===== config.mk =====
export PLATFORM = sky130hd
export DESIGN_NAME = hashed_timer_wheel
export DESIGN_NICKNAME = d
export VERILOG_FILES = /design/src/rtl/core/htw_pkg.sv /design/src/rtl/core/htw_ram.sv /design/src/rtl/core/htw_alu.sv /design/src/rtl/core/hashed_timer_wheel.sv
export SDC_FILE = /design/constraint.sdc
export NUM_CORES = 2
export LEC_CHECK = 0
export ABC_AREA = 1
export BUFFER_PORTS_ARGS = -buffer_cell sky130_fd_sc_hd__buf_2
export CAP_MARGIN = 20
export CORE_MARGIN = 2
export CORE_UTILIZATION = 60
export CTS_BUF_LIST = sky130_fd_sc_hd__clkbuf_8
export DETAILED_ROUTE_END_ITERATION = 6
export HOLD_SLACK_MARGIN = 0.1
export PLACE_DENSITY = 0.76
export SLEW_MARGIN = 20
export SYNTH_ARGS = -nofsm -noshare
export SYNTH_HDL_FRONTEND = slang
export SYNTH_SLANG_ARGS = --single-unit

===== constraint.sdc =====
create_clock -name clk -period 8.1 [get_ports clk]
set_clock_uncertainty 0.2 [all_clocks]
set_input_delay 0.405 -clock clk [delete_from_list [all_inputs] [get_ports clk]]
set_output_delay 0.405 -clock clk [all_outputs]
set_load 0.02 [all_outputs]

===== src/rtl/core/htw_pkg.sv =====
// Shared constants, opcodes and sequencer state type for the hashed timer wheel.
// No dependencies.
package htw_pkg;

    localparam int BUCKETS = 64;
    localparam int SLOTS   = 32;
    localparam int BKT_W   = 6;
    localparam int SLOT_W  = 5;
    localparam int LINK_W  = 6;
    localparam int ROT_W   = 26;
    localparam int DATA_W  = 32;
    localparam int CNT_W   = 6;

    // link value that marks end of list / list head / empty bucket
    localparam logic [LINK_W-1:0] NONE_LINK = LINK_W'(SLOTS);

    localparam logic [1:0] OP_ADD    = 2'd0;
    localparam logic [1:0] OP_CANCEL = 2'd1;
    localparam logic [1:0] OP_TICK   = 2'd2;

    typedef enum logic [11:0] {
        ST_IDLE   = 12'b0000_0000_0001,
        ST_U_RD   = 12'b0000_0000_0010,
        ST_U_WR   = 12'b0000_0000_0100,
        ST_A_SUM  = 12'b0000_0000_1000,
        ST_A_DEC  = 12'b0000_0001_0000,
        ST_A_LINK = 12'b0000_0010_0000,
        ST_A_FIN  = 12'b0000_0100_0000,
        ST_T_INC  = 12'b0000_1000_0000,
        ST_T_HEAD = 12'b0001_0000_0000,
        ST_T_RD   = 12'b0010_0000_0000,
        ST_T_PROC = 12'b0100_0000_0000,
        ST_T_END  = 12'b1000_0000_0000
    } state_t;

endpackage


===== src/rtl/core/htw_ram.sv =====
// Generic single-write, single-read RAM with registered read data.
// No dependencies.
module htw_ram #(
    parameter int WIDTH = 8,
    parameter int DEPTH = 32
) (
    input  logic                     clk,
    input  logic                     we,
    input  logic [$clog2(DEPTH)-1:0] waddr,
    input  logic [WIDTH-1:0]         wdata,
    input  logic [$clog2(DEPTH)-1:0] raddr,
    output logic [WIDTH-1:0]         rdata
);

    logic [WIDTH-1:0] mem [DEPTH];

    always_ff @(posedge clk)
    begin
        if (we)
        begin
            mem[waddr] <= wdata;
        end
        rdata <= mem[raddr];
    end

endmodule


===== src/rtl/core/htw_alu.sv =====
// Shared 32-bit adder used for bucket sums, decrements and tick advance.
// Depends on htw_pkg.
module htw_alu (
    input  logic [htw_pkg::DATA_W-1:0] a,
    input  logic [htw_pkg::DATA_W-1:0] b,
    output logic [htw_pkg::DATA_W-1:0] sum
);

    // modulo 2^32 add; a decrement is an add of all ones
    assign sum = a + b;

endmodule


===== src/rtl/core/hashed_timer_wheel.sv =====
// Hashed timer wheel: sequencer, link stores and result register.
// Depends on htw_pkg, htw_ram, htw_alu.
// An add of an active slot first unlinks it; a rejected add or cancel is answered from idle.
// A tick visits the entries of its bucket one at a time, at most 32 per tick.
// busy drops as the last result is shown, so the next item can follow; receiver cannot stall.
// Reset clears the tick counter, bucket valid bits and slot active bits.
module hashed_timer_wheel (
    input  logic                        clk,
    input  logic                        rst_n,
    input  logic                        start,
    output logic                        busy,
    input  logic [1:0]                  opcode,
    input  logic [htw_pkg::SLOT_W-1:0]  timer_slot,
    input  logic [htw_pkg::DATA_W-1:0]  expiry_delay,
    output logic                        strobe,
    output logic                        status,
    output logic                        fired,
    output logic [htw_pkg::SLOT_W-1:0]  fired_slot,
    output logic [htw_pkg::CNT_W-1:0]   fire_total,
    output logic                        last
);

    localparam int LW = htw_pkg::LINK_W;
    localparam int SW = htw_pkg::SLOT_W;
    localparam int BW = htw_pkg::BKT_W;
    localparam int RW = htw_pkg::ROT_W;
    localparam int DW = htw_pkg::DATA_W;
    localparam int CW = htw_pkg::CNT_W;

    htw_pkg::state_t state_reg, state_next;

    logic [1:0]             op_reg;
    logic [SW-1:0]          slot_reg;
    logic [DW-1:0]          delay_reg;
    logic [DW-1:0]          tick_reg, tick_next;
    logic [BW-1:0]          bkt_reg, bkt_next;
    logic [LW-1:0]          h_reg, h_next;
    logic [RW-1:0]          rot_reg, rot_next;
    logic [LW-1:0]          cur_reg, cur_next;
    logic [CW-1:0]          guard_reg, guard_next;
    logic [CW-1:0]          k_reg, k_next;
    logic                   pend_reg, pend_next;
    logic [SW-1:0]          pslot_reg, pslot_next;
    logic [CW-1:0]          pcnt_reg, pcnt_next;
    logic [htw_pkg::SLOTS-1:0]   active_reg, active_next;
    logic [htw_pkg::BUCKETS-1:0] hv_reg, hv_next;
    logic                   hv_q;

    // result register
    logic          strobe_reg, strobe_next;
    logic          status_reg, status_next;
    logic          fired_reg, fired_next;
    logic [SW-1:0] fslot_reg, fslot_next;
    logic [CW-1:0] fcnt_reg, fcnt_next;
    logic          last_reg, last_next;

    // memory ports
    logic          nx_we, pv_we, rt_we, hm_we, hd_we;
    logic [SW-1:0] nx_wa, pv_wa, rt_wa, hm_wa, lk_ra;
    logic [LW-1:0] nx_wd, pv_wd, hd_wd;
    logic [RW-1:0] rt_wd;
    logic [BW-1:0] hm_wd, hd_wa, hd_ra;
    logic [LW-1:0] nx_rd, pv_rd, hd_rd;
    logic [RW-1:0] rt_rd;
    logic [BW-1:0] hm_rd;

    logic [DW-1:0] alu_a, alu_b, alu_sum;
    logic [LW-1:0] head_val;
    logic [CW-1:0] guard_inc;

    htw_ram #(.WIDTH(LW), .DEPTH(htw_pkg::SLOTS)) u_next (
        .clk(clk), .we(nx_we), .waddr(nx_wa), .wdata(nx_wd), .raddr(lk_ra), .rdata(nx_rd));
    htw_ram #(.WIDTH(LW), .DEPTH(htw_pkg::SLOTS)) u_prev (
        .clk(clk), .we(pv_we), .waddr(pv_wa), .wdata(pv_wd), .raddr(lk_ra), .rdata(pv_rd));
    htw_ram #(.WIDTH(RW), .DEPTH(htw_pkg::SLOTS)) u_rot (
        .clk(clk), .we(rt_we), .waddr(rt_wa), .wdata(rt_wd), .raddr(lk_ra), .rdata(rt_rd));
    htw_ram #(.WIDTH(BW), .DEPTH(htw_pkg::SLOTS)) u_home (
        .clk(clk), .we(hm_we), .waddr(hm_wa), .wdata(hm_wd), .raddr(lk_ra), .rdata(hm_rd));
    htw_ram #(.WIDTH(LW), .DEPTH(htw_pkg::BUCKETS)) u_head (
        .clk(clk), .we(hd_we), .waddr(hd_wa), .wdata(hd_wd), .raddr(hd_ra), .rdata(hd_rd));

    htw_alu u_alu (.a(alu_a), .b(alu_b), .sum(alu_sum));

    assign busy      = (state_reg != htw_pkg::ST_IDLE);
    assign head_val  = hv_q ? hd_rd : htw_pkg::NONE_LINK;
    assign guard_inc = guard_reg + CW'(1);
    assign lk_ra     = (state_reg == htw_pkg::ST_T_RD) ? cur_reg[SW-1:0] : slot_reg;
    assign hd_ra     = alu_sum[BW-1:0];

    // shared adder operand select
    always_comb
    begin
        alu_a = '0;
        alu_b = '0;
        case (state_reg)
            htw_pkg::ST_A_SUM:
            begin
                alu_a = tick_reg;
                alu_b = delay_reg;
            end
            htw_pkg::ST_A_DEC:
            begin
                alu_a = delay_reg;
                alu_b = '1;
            end
            htw_pkg::ST_T_INC:
            begin
                alu_a = tick_reg;
                alu_b = DW'(1);
            end
            htw_pkg::ST_T_PROC:
            begin
                alu_a = DW'(rt_rd);
                alu_b = '1;
            end
            default:
            begin
                alu_a = '0;
                alu_b = '0;
            end
        endcase
    end

    // sequencer
    always_comb
    begin
        state_next  = state_reg;
        tick_next   = tick_reg;
        bkt_next    = bkt_reg;
        h_next      = h_reg;
        rot_next    = rot_reg;
        cur_next    = cur_reg;
        guard_next  = guard_reg;
        k_next      = k_reg;
        pend_next   = pend_reg;
        pslot_next  = pslot_reg;
        pcnt_next   = pcnt_reg;
        active_next = active_reg;
        hv_next     = hv_reg;
        strobe_next = 1'b0;
        status_next = 1'b0;
        fired_next  = 1'b0;
        fslot_next  = '0;
        fcnt_next   = '0;
        last_next   = 1'b0;
        nx_we = 1'b0; nx_wa = '0; nx_wd = '0;
        pv_we = 1'b0; pv_wa = '0; pv_wd = '0;
        rt_we = 1'b0; rt_wa = '0; rt_wd = '0;
        hm_we = 1'b0; hm_wa = '0; hm_wd = '0;
        hd_we = 1'b0; hd_wa = '0; hd_wd = '0;

        case (state_reg)
            htw_pkg::ST_IDLE:
            begin
                if (start)
                begin
                    case (opcode)
                        htw_pkg::OP_ADD:
                        begin
                            if (expiry_delay == '0)
                            begin
                                strobe_next = 1'b1;
                                status_next = 1'b1;
                                last_next   = 1'b1;
                            end
                            else if (active_reg[timer_slot])
                            begin
                                state_next = htw_pkg::ST_U_RD;
                            end
                            else
                            begin
                                state_next = htw_pkg::ST_A_SUM;
                            end
                        end
                        htw_pkg::OP_CANCEL:
                        begin
                            if (active_reg[timer_slot])
                            begin
                                state_next = htw_pkg::ST_U_RD;
                            end
                            else
                            begin
                                strobe_next = 1'b1;
                                status_next = 1'b1;
                                last_next   = 1'b1;
                            end
                        end
                        htw_pkg::OP_TICK:
                        begin
                            state_next = htw_pkg::ST_T_INC;
                        end
                        default:
                        begin
                            strobe_next = 1'b1;
                            status_next = 1'b1;
                            last_next   = 1'b1;
                        end
                    endcase
                end
            end

            // link reads for the slot are in flight
            htw_pkg::ST_U_RD:
            begin
                state_next = htw_pkg::ST_U_WR;
            end

            // unlink the slot from its bucket list
            htw_pkg::ST_U_WR:
            begin
                if (!pv_rd[LW-1])
                begin
                    nx_we = 1'b1; nx_wa = pv_rd[SW-1:0]; nx_wd = nx_rd;
                end
                else
                begin
                    hd_we = 1'b1; hd_wa = hm_rd; hd_wd = nx_rd;
                    hv_next[hm_rd] = 1'b1;
                end
                if (!nx_rd[LW-1])
                begin
                    pv_we = 1'b1; pv_wa = nx_rd[SW-1:0]; pv_wd = pv_rd;
                end
                active_next[slot_reg] = 1'b0;
                if (op_reg == htw_pkg::OP_ADD)
                begin
                    state_next = htw_pkg::ST_A_SUM;
                end
                else
                begin
                    strobe_next = 1'b1;
                    last_next   = 1'b1;
                    state_next  = htw_pkg::ST_IDLE;
                end
            end

            // target bucket; head read issued
            htw_pkg::ST_A_SUM:
            begin
                bkt_next   = alu_sum[BW-1:0];
                state_next = htw_pkg::ST_A_DEC;
            end

            // rotations = (delay - 1) / BUCKETS
            htw_pkg::ST_A_DEC:
            begin
                rot_next   = alu_sum[DW-1:BW];
                h_next     = head_val;
                state_next = htw_pkg::ST_A_LINK;
            end

            // push slot at the bucket head
            htw_pkg::ST_A_LINK:
            begin
                rt_we = 1'b1; rt_wa = slot_reg; rt_wd = rot_reg;
                hm_we = 1'b1; hm_wa = slot_reg; hm_wd = bkt_reg;
                nx_we = 1'b1; nx_wa = slot_reg; nx_wd = h_reg;
                hd_we = 1'b1; hd_wa = bkt_reg;  hd_wd = LW'(slot_reg);
                hv_next[bkt_reg] = 1'b1;
                if (!h_reg[LW-1])
                begin
                    pv_we = 1'b1; pv_wa = h_reg[SW-1:0]; pv_wd = LW'(slot_reg);
                end
                active_next[slot_reg] = 1'b1;
                state_next = htw_pkg::ST_A_FIN;
            end

            htw_pkg::ST_A_FIN:
            begin
                pv_we = 1'b1; pv_wa = slot_reg; pv_wd = htw_pkg::NONE_LINK;
                strobe_next = 1'b1;
                last_next   = 1'b1;
                state_next  = htw_pkg::ST_IDLE;
            end

            // advance counter; head read issued
            htw_pkg::ST_T_INC:
            begin
                tick_next  = alu_sum;
                guard_next = '0;
                k_next     = '0;
                pend_next  = 1'b0;
                state_next = htw_pkg::ST_T_HEAD;
            end

            htw_pkg::ST_T_HEAD:
            begin
                cur_next = head_val;
                if (head_val[LW-1])
                begin
                    state_next = htw_pkg::ST_T_END;
                end
                else
                begin
                    state_next = htw_pkg::ST_T_RD;
                end
            end

            htw_pkg::ST_T_RD:
            begin
                state_next = htw_pkg::ST_T_PROC;
            end

            // visit one entry: count down or fire
            htw_pkg::ST_T_PROC:
            begin
                guard_next = guard_inc;
                if (rt_rd != '0)
                begin
                    rt_we = 1'b1; rt_wa = cur_reg[SW-1:0]; rt_wd = alu_sum[RW-1:0];
                end
                else
                begin
                    if (!pv_rd[LW-1])
                    begin
                        nx_we = 1'b1; nx_wa = pv_rd[SW-1:0]; nx_wd = nx_rd;
                    end
                    else
                    begin
                        hd_we = 1'b1; hd_wa = hm_rd; hd_wd = nx_rd;
                        hv_next[hm_rd] = 1'b1;
                    end
                    if (!nx_rd[LW-1])
                    begin
                        pv_we = 1'b1; pv_wa = nx_rd[SW-1:0]; pv_wd = pv_rd;
                    end
                    active_next[cur_reg[SW-1:0]] = 1'b0;
                    // previous firing goes out now that another follows
                    if (pend_reg)
                    begin
                        strobe_next = 1'b1;
                        fired_next  = 1'b1;
                        fslot_next  = pslot_reg;
                        fcnt_next   = pcnt_reg;
                    end
                    k_next     = k_reg + CW'(1);
                    pend_next  = 1'b1;
                    pslot_next = cur_reg[SW-1:0];
                    pcnt_next  = k_reg + CW'(1);
                end
                cur_next = nx_rd;
                if (nx_rd[LW-1] || (guard_inc == CW'(htw_pkg::SLOTS)))
                begin
                    state_next = htw_pkg::ST_T_END;
                end
                else
                begin
                    state_next = htw_pkg::ST_T_RD;
                end
            end

            htw_pkg::ST_T_END:
            begin
                strobe_next = 1'b1;
                last_next   = 1'b1;
                if (pend_reg)
                begin
                    fired_next = 1'b1;
                    fslot_next = pslot_reg;
                    fcnt_next  = pcnt_reg;
                end
                state_next = htw_pkg::ST_IDLE;
            end

            default:
            begin
                state_next = htw_pkg::ST_IDLE;
            end
        endcase
    end

    // control state
    always_ff @(posedge clk or negedge rst_n)
    begin
        if (!rst_n)
        begin
            state_reg  <= htw_pkg::ST_IDLE;
            tick_reg   <= '0;
            active_reg <= '0;
            hv_reg     <= '0;
            strobe_reg <= 1'b0;
            pend_reg   <= 1'b0;
        end
        else
        begin
            state_reg  <= state_next;
            tick_reg   <= tick_next;
            active_reg <= active_next;
            hv_reg     <= hv_next;
            strobe_reg <= strobe_next;
            pend_reg   <= pend_next;
        end
    end

    // payload registers
    always_ff @(posedge clk)
    begin
        if (start && !busy)
        begin
            op_reg    <= opcode;
            slot_reg  <= timer_slot;
            delay_reg <= expiry_delay;
        end
        hv_q       <= hv_reg[hd_ra];
        bkt_reg    <= bkt_next;
        h_reg      <= h_next;
        rot_reg    <= rot_next;
        cur_reg    <= cur_next;
        guard_reg  <= guard_next;
        k_reg      <= k_next;
        pslot_reg  <= pslot_next;
        pcnt_reg   <= pcnt_next;
        status_reg <= status_next;
        fired_reg  <= fired_next;
        fslot_reg  <= fslot_next;
        fcnt_reg   <= fcnt_next;
        last_reg   <= last_next;
    end

    assign strobe      = strobe_reg;
    assign status      = status_reg;
    assign fired       = fired_reg;
    assign fired_slot  = fslot_reg;
    assign fire_total  = fcnt_reg;
    assign last        = last_reg;

endmodule

* Yosys cells after proc, flatten, opt, wreduce, memory -nomap -nowiden *
Memories as Yosys holds them, arrays and structs flattened. A register that Yosys moved wholly into a read port is not among the register bits.
Index checks and enable logic that the tools add are counted.

storage, ports and cells
  bits in registers = 262
  bits in writable memories = 1,792
  input bits = 42
  output and inout port bits = 16
  word-level logic and storage cells = 192
  memories kept = 5

operators by class
  $add $sub $neg = 3
  magnitude comparators = 10
  equality and inequality tests = 21
  multiplexer cells = 101
  bitwise gates (word level) = 8
  reduce and logical (&&, ||, !) cells = 21

memories
  name        depth  bits a word  rd ports  clocked after Yosys merged registers in  wr ports  line           source
  u_rot.mem   32     26           1         1                                        1         htw_ram.sv:15  logic [WIDTH-1:0] mem [DEPTH];
  u_head.mem  64     6            1         1                                        1         htw_ram.sv:15
  u_home.mem  32     6            1         1                                        1         htw_ram.sv:15
  u_next.mem  32     6            1         1                                        1         htw_ram.sv:15
  u_prev.mem  32     6            1         1                                        1         htw_ram.sv:15

operators with widths
  kind                  count
  $pmux W32 S3          3
  $pmux W64 S3          1
  $mux W64              2
  $or A64 B64 Y64       2
  $pmux W12 S10         1
  $mux W6               13
  $and A32 B32 Y32      2
  $not A32 Y32          2
  $mux W12              5
  $mux W5               11
  $pmux W6 S3           3
  $pmux W26 S2          1
  $pmux W12 S3          1
  $pmux W6 S2           3
  $add A32 B32 Y32      1
  $logic_not A32 Y1     1
  $mux W1               32
  $mux W32              1
  $or A32 B32 Y32       1
  $pmux W5 S2           3
  $mux W26              1
  $reduce_bool A26 Y1   1
  $pmux W6 S4           1
  $lt A6 B7 Y1 const B  3
  other kinds (43)      69

* Depth between registers and ports, before layout *
  depth in word-level cells = 8
  gate-level depth with buffers = 24
  depth with buffers taken out = 23

* Hierarchy *
Synthesis repeated with hierarchy kept, for this count alone.

unflattened totals
  cell total of the unflattened synthesis = 8,674
  area total of the unflattened synthesis = 90,688.2 µm²

modules (own cells, without submodules)
  module                 times used  cells an instance  area each (µm²)  seq. area each (µm²)
  htw_ram at u_rot       1           2,882              34,119.0         25,504.5
  htw_ram at u_home ...  3           704                8,077.7          5,885.6
  htw_ram at u_head      1           1,393              15,942.8         11,651.2
  hashed_timer_wheel     1           1,793              14,059.7         7,008.0
  htw_alu                1           494                2,333.5          0.0

* Worst setup path before layout *
OpenSTA, ideal clock, no wires.

  kind = flip-flop to flip-flop
  start point = register state_reg[8]
  end point = memory u_rot.mem[0][4] in the netlist's numbering, data pin
  library setup time = 0.454 ns
  arrival time = 4.685 ns
  data required time = 7.446 ns
  setup slack = 2.761 ns
  stages on the path, launching flop included = 16
  buffers on the path = 1
  clock period less this slack = 5.339 ns
  path through = dfrtp_1 -> nor2_1 -> nand2_1 -> nor2_2 -> nand2_1 -> inv_1 -> nand2_1 -> o21ai_0 -> a21oi_1 -> fa_1 -> nand3b_1 -> nand2_1 -> xor2_1 -> inv_1 -> clkbuf_1 -> o21ai_0

on the way
  longest elaborated chain between the ends = 6
  elaborated cells between the ends (all ways) = 12
  classes of those cells = 1 x add/sub; 5 x eq/ne; 4 x mux; 2 x reduce/logical

RTL lines
  item                                   line                       source
  start, declared                        hashed_timer_wheel.sv:30   htw_pkg::state_t state_reg, state_next;
  start signal, assigned                 hashed_timer_wheel.sv:377  state_reg <= htw_pkg::ST_IDLE;
  start signal, assigned                 hashed_timer_wheel.sv:386  state_reg <= state_next;
  $eq A12 B8 Y1 (tied with other cells)  hashed_timer_wheel.sv:95   case (state_reg)
  $reduce_or A2 Y1 (no line)             -
  $pmux W32 S3                           hashed_timer_wheel.sv:95
  $add A32 B32 Y32                       htw_alu.sv:10              assign sum = a + b;
  $mux W26                               hashed_timer_wheel.sv:308  if (rt_rd != '0)
  $pmux W26 S2 *                         hashed_timer_wheel.sv:152  case (state_reg)
  named net rt_wd[4]                     hashed_timer_wheel.sv:61   logic [RW-1:0] rt_wd;
  end, declared                          htw_ram.sv:15

The timed path passes the listed nets; every way through them passes the cells marked *.

* Final worst setup path *
  start point = register state_reg[8]
  end point = register u_head.rdata[5] (read register of u_head.mem)

on the way
  longest elaborated chain between the ends = 4
  elaborated cells between the ends (all ways) = 9
  classes of those cells = 1 x add/sub; 4 x eq/ne; 2 x mux; 2 x reduce/logical

RTL lines
  item                                   line                      source
  $eq A12 B8 Y1 (tied with other cells)  hashed_timer_wheel.sv:95
  $reduce_or A2 Y1 (no line)             -
  $pmux W32 S3                           hashed_timer_wheel.sv:95
  $add A32 B32 Y32 *                     htw_alu.sv:10
  end, declared                          htw_ram.sv:12             output logic [WIDTH-1:0] rdata

Mark *: on every way between the ends. The rest lies on a longest branch, timed or not.
A chain may end at the register's enable or synchronous reset.

==> run summary <==
Final nets = 9652
I/O pins = 58
Biggest regs = u_rot.mem (832), u_head.mem (384)
Final slew viol count = 0
Yosys cell types = 53
Layout area overhead = 10.61%
Row count = 145
Fin Hold WS = 0.1883 ns
Synth area leader = edfxtp_1
Startpoint Class = flip-flop
Die span in y = 401.0 um
Total grt overflow = 0
Ys async rst share = 6.749%
Synth top area share = 60.23%
EDFF count, synth = 1897
GP Congestion = 0.9905
RSZ-0062 raised after global routing = false
Worst setup EP type = flip-flop
DRC = 1
Vias post-DR = 71660
Final cell count without fillers = 11890
First-pass DRT Iterations = 7
Maximum vdd drop = 0.2391 mV
Static Leak = 43.51 nW
Largest net degree at the start of global routing = 172
CP Class = flip-flop to flip-flop
Via/cell ratio = 6.028
Synth top cells by count = 1897 x edfxtp_1, 1843 x nand2_1, 1741 x nand3_1, 1693 x inv_1, 482 x nor2_1
Fin. Hold Viols = 0
Syn Nets = 9518
Post-synth top flop = edfxtp_1
Top cells by area, synth = edfxtp_1 60%, nand3_1 9.2%, nand2_1 7.3%
Clock power share = 33.0%
Area of the multi-input gates = 0.02491 mm2
Clock insertion delay at the later pin of the skew report = 1.08 ns
Pre-CTS setup slack = 2.241 ns
Post-Place Cells = 11200
Routed Wire Length = 278.3 mm
Cell with the most instances after synthesis = edfxtp_1
Clock Path Buffers = 4
Synthesized flop and latch total = 2104
Failing checks = design-rule violations
Max FFs per register = 832
Finished Core Util = 66.89%
Met3 usage = 9.592%
Psw = 0.008764 W
CTS resizes = 0
Reg area = 0.06182 mm2
Status = complete, but fails checks
Post-synthesis sequential area ratio = 65.37%
Final setup violation count = 0
Net Sw Frac = 32.63%
Starting Density = 60.47%
# port buffers = 57
Sequential power share = 45.5%
Die Wd = 401.0 um
Top reg by flops = u_rot.mem
Fill cells = 11510
Syn avg cell area = 10.02 um2
Synth Cell Area = 0.09457 mm2
Worst slew margin = 20.12%
PD cells = 256.8 mW/mm2
DRT iter0 DRCs = 10620
Achievable Freq = 0.1618 GHz
Initial antenna violation count = 3
Post-route ant nets = 0
Post-CTS setup buffers = 0
Dpl hpwl = 160.3 mm
Num CTS Buffers = 348
Worst-Margin Slew = 1.186 ns
Routed length per instance = 23.41 um
Int Pwr = 0.01809 W
Total core area = 0.1564 mm2
Max-cap violations = 0
CTS tree = done
H-tree Lvls = 5
Clock Pin Slew Worst Setup and Hold Paths = 0.07 ns
Root buffer cell = clkbuf_8
Share of cells above drive strength 1 = 7.939%
Global-route wire length before repair = 416.1 mm
CTS Sinks = 2104
Slack of the critical path = 1.921 ns
Worst EP arrival = 6.95 ns
Met1 Use GR = 45.71%
Met2 Usage GRT = 51.72%
CP required = 8.87 ns
Setup_tns = 0 ns
CP max FO = 71
Min-Delay Path Class = primary input to flip-flop
DIE AREA = 0.1608 mm2
Vias in the first global route = 69440
Tcrit/Tclk final = 76.29%
Top Usage Layer GRT = met2
Gate Count Post-Synth = 9437
Synth warn = 0
Clock period minus worst slack = 6.179 ns
Power share of the combinational group = 21.5%
Overall Global Routing Usage = 34.16%
## per-layer routing
layer	part of all wire, %	wire, um	vias to the layer above
met3	13	37480	915
met4	5.0	13870	2
met5	0.0029	8	-
li1	-	-	31740
met1	37	102500	33760
met2	45	124400	5242
## stage by stage
step | total power, W | cell area [um2]
finish | 0.02686 | 104600
global route | 0.02779 | 104600
CTS | 0.02665 | 104400
detailed placement | 0.01792 | 97160
global placement | 0.01782 | 97050
floorplan | 0.01604 | 94570
## layout by cell type (no fill, tap or decap), types with 65 or more instances in the layout
cell type | netlist | layout
inv_1 | 1693 | 1812
dfrtp_1 | 141 | 141
dfxtp_1 | 65 | 65
nand2_1 | 1843 | 1833
nor2_1 | 482 | 442
clkbuf_8 | 0 | 390
o21ai_0 | 460 | 433
nand3_1 | 1741 | 1739
o221ai_1 | 87 | 87
a21oi_1 | 81 | 81
buf_4 | 8 | 122
edfxtp_1 | 1897 | 1897
dlygate4sd3_1 | 0 | 79
## worst paths after layout
check / slack, ns / start / cells past startpoint / endpoint
max in group asynchronous: 6.38 / rst_n / 4 / tick_reg[14]
hold / removal: 0.19 / timer_slot[1] / 2 / slot_reg[1]
setup reg to reg: 1.92 / state_reg[8] / 19 / u_head.rdata[5]
min in group asynchronous: 0.41 / rst_n / 4 / hv_reg[16]
setup / recovery: 1.92 / state_reg[8] / 19 / u_head.rdata[5]
hold reg to reg: 0.25 / hv_reg[52] / 2 / hv_reg[52]
## timing repair
action	4_1_cts	5_1_grt
endpoints found under the setup margin	0	0
hold buffers	80	0
endpoints found under the hold margin	226	0
## area by class of cell
cell class,instances,area share (%)
sequential,2104,59.10
multi-input combinational,5133,23.81
inverter,1704,6.126
clock buffer,390,5.131
tap,2058,2.462
timing repair buffer,280,2.329
clock inverter,214,1.030
antenna,4,0.009569
## power by group through the flow
stage | registers [W] | clock network [W] | logic, W
3_5_place_dp | 0.0124 | 0 | 0.00549
6_report | 0.0122 | 0.00886 | 0.00577
3_3_place_gp | 0.0124 | 0 | 0.00539
5_1_grt | 0.0122 | 0.00937 | 0.00617
4_1_cts | 0.0122 | 0.00888 | 0.00555
2_1_floorplan | 0.0123 | 0 | 0.00372
## cell families after synthesis
group,share of synthesized area [%]
simple gates,19.71
buf+inv,9.118
flops,65.37
compound gates,5.049
fa+ha+maj,0.5239
xor+xnor,0.2315
## critical path, stage by stage (launching register included)
cell      delay, ns
dfrtp_1        0.40
nor2_1         0.18
nand2_1        0.17
nor2_2         0.19
nand2_1        0.07
buf_4          0.25
nand2_1        0.66
nand2_1        0.14
o221ai_1       0.15
ha_4           0.19
inv_1          0.06
fa_4           1.37
inv_2          0.51
buf_4          0.44
o21ai_0        0.18
o221ai_1       0.17
nand3_1        0.21
nand3_1        0.18
nand3_1        0.17
nand2_1        0.06
Power figures use the tool's default switching activity.
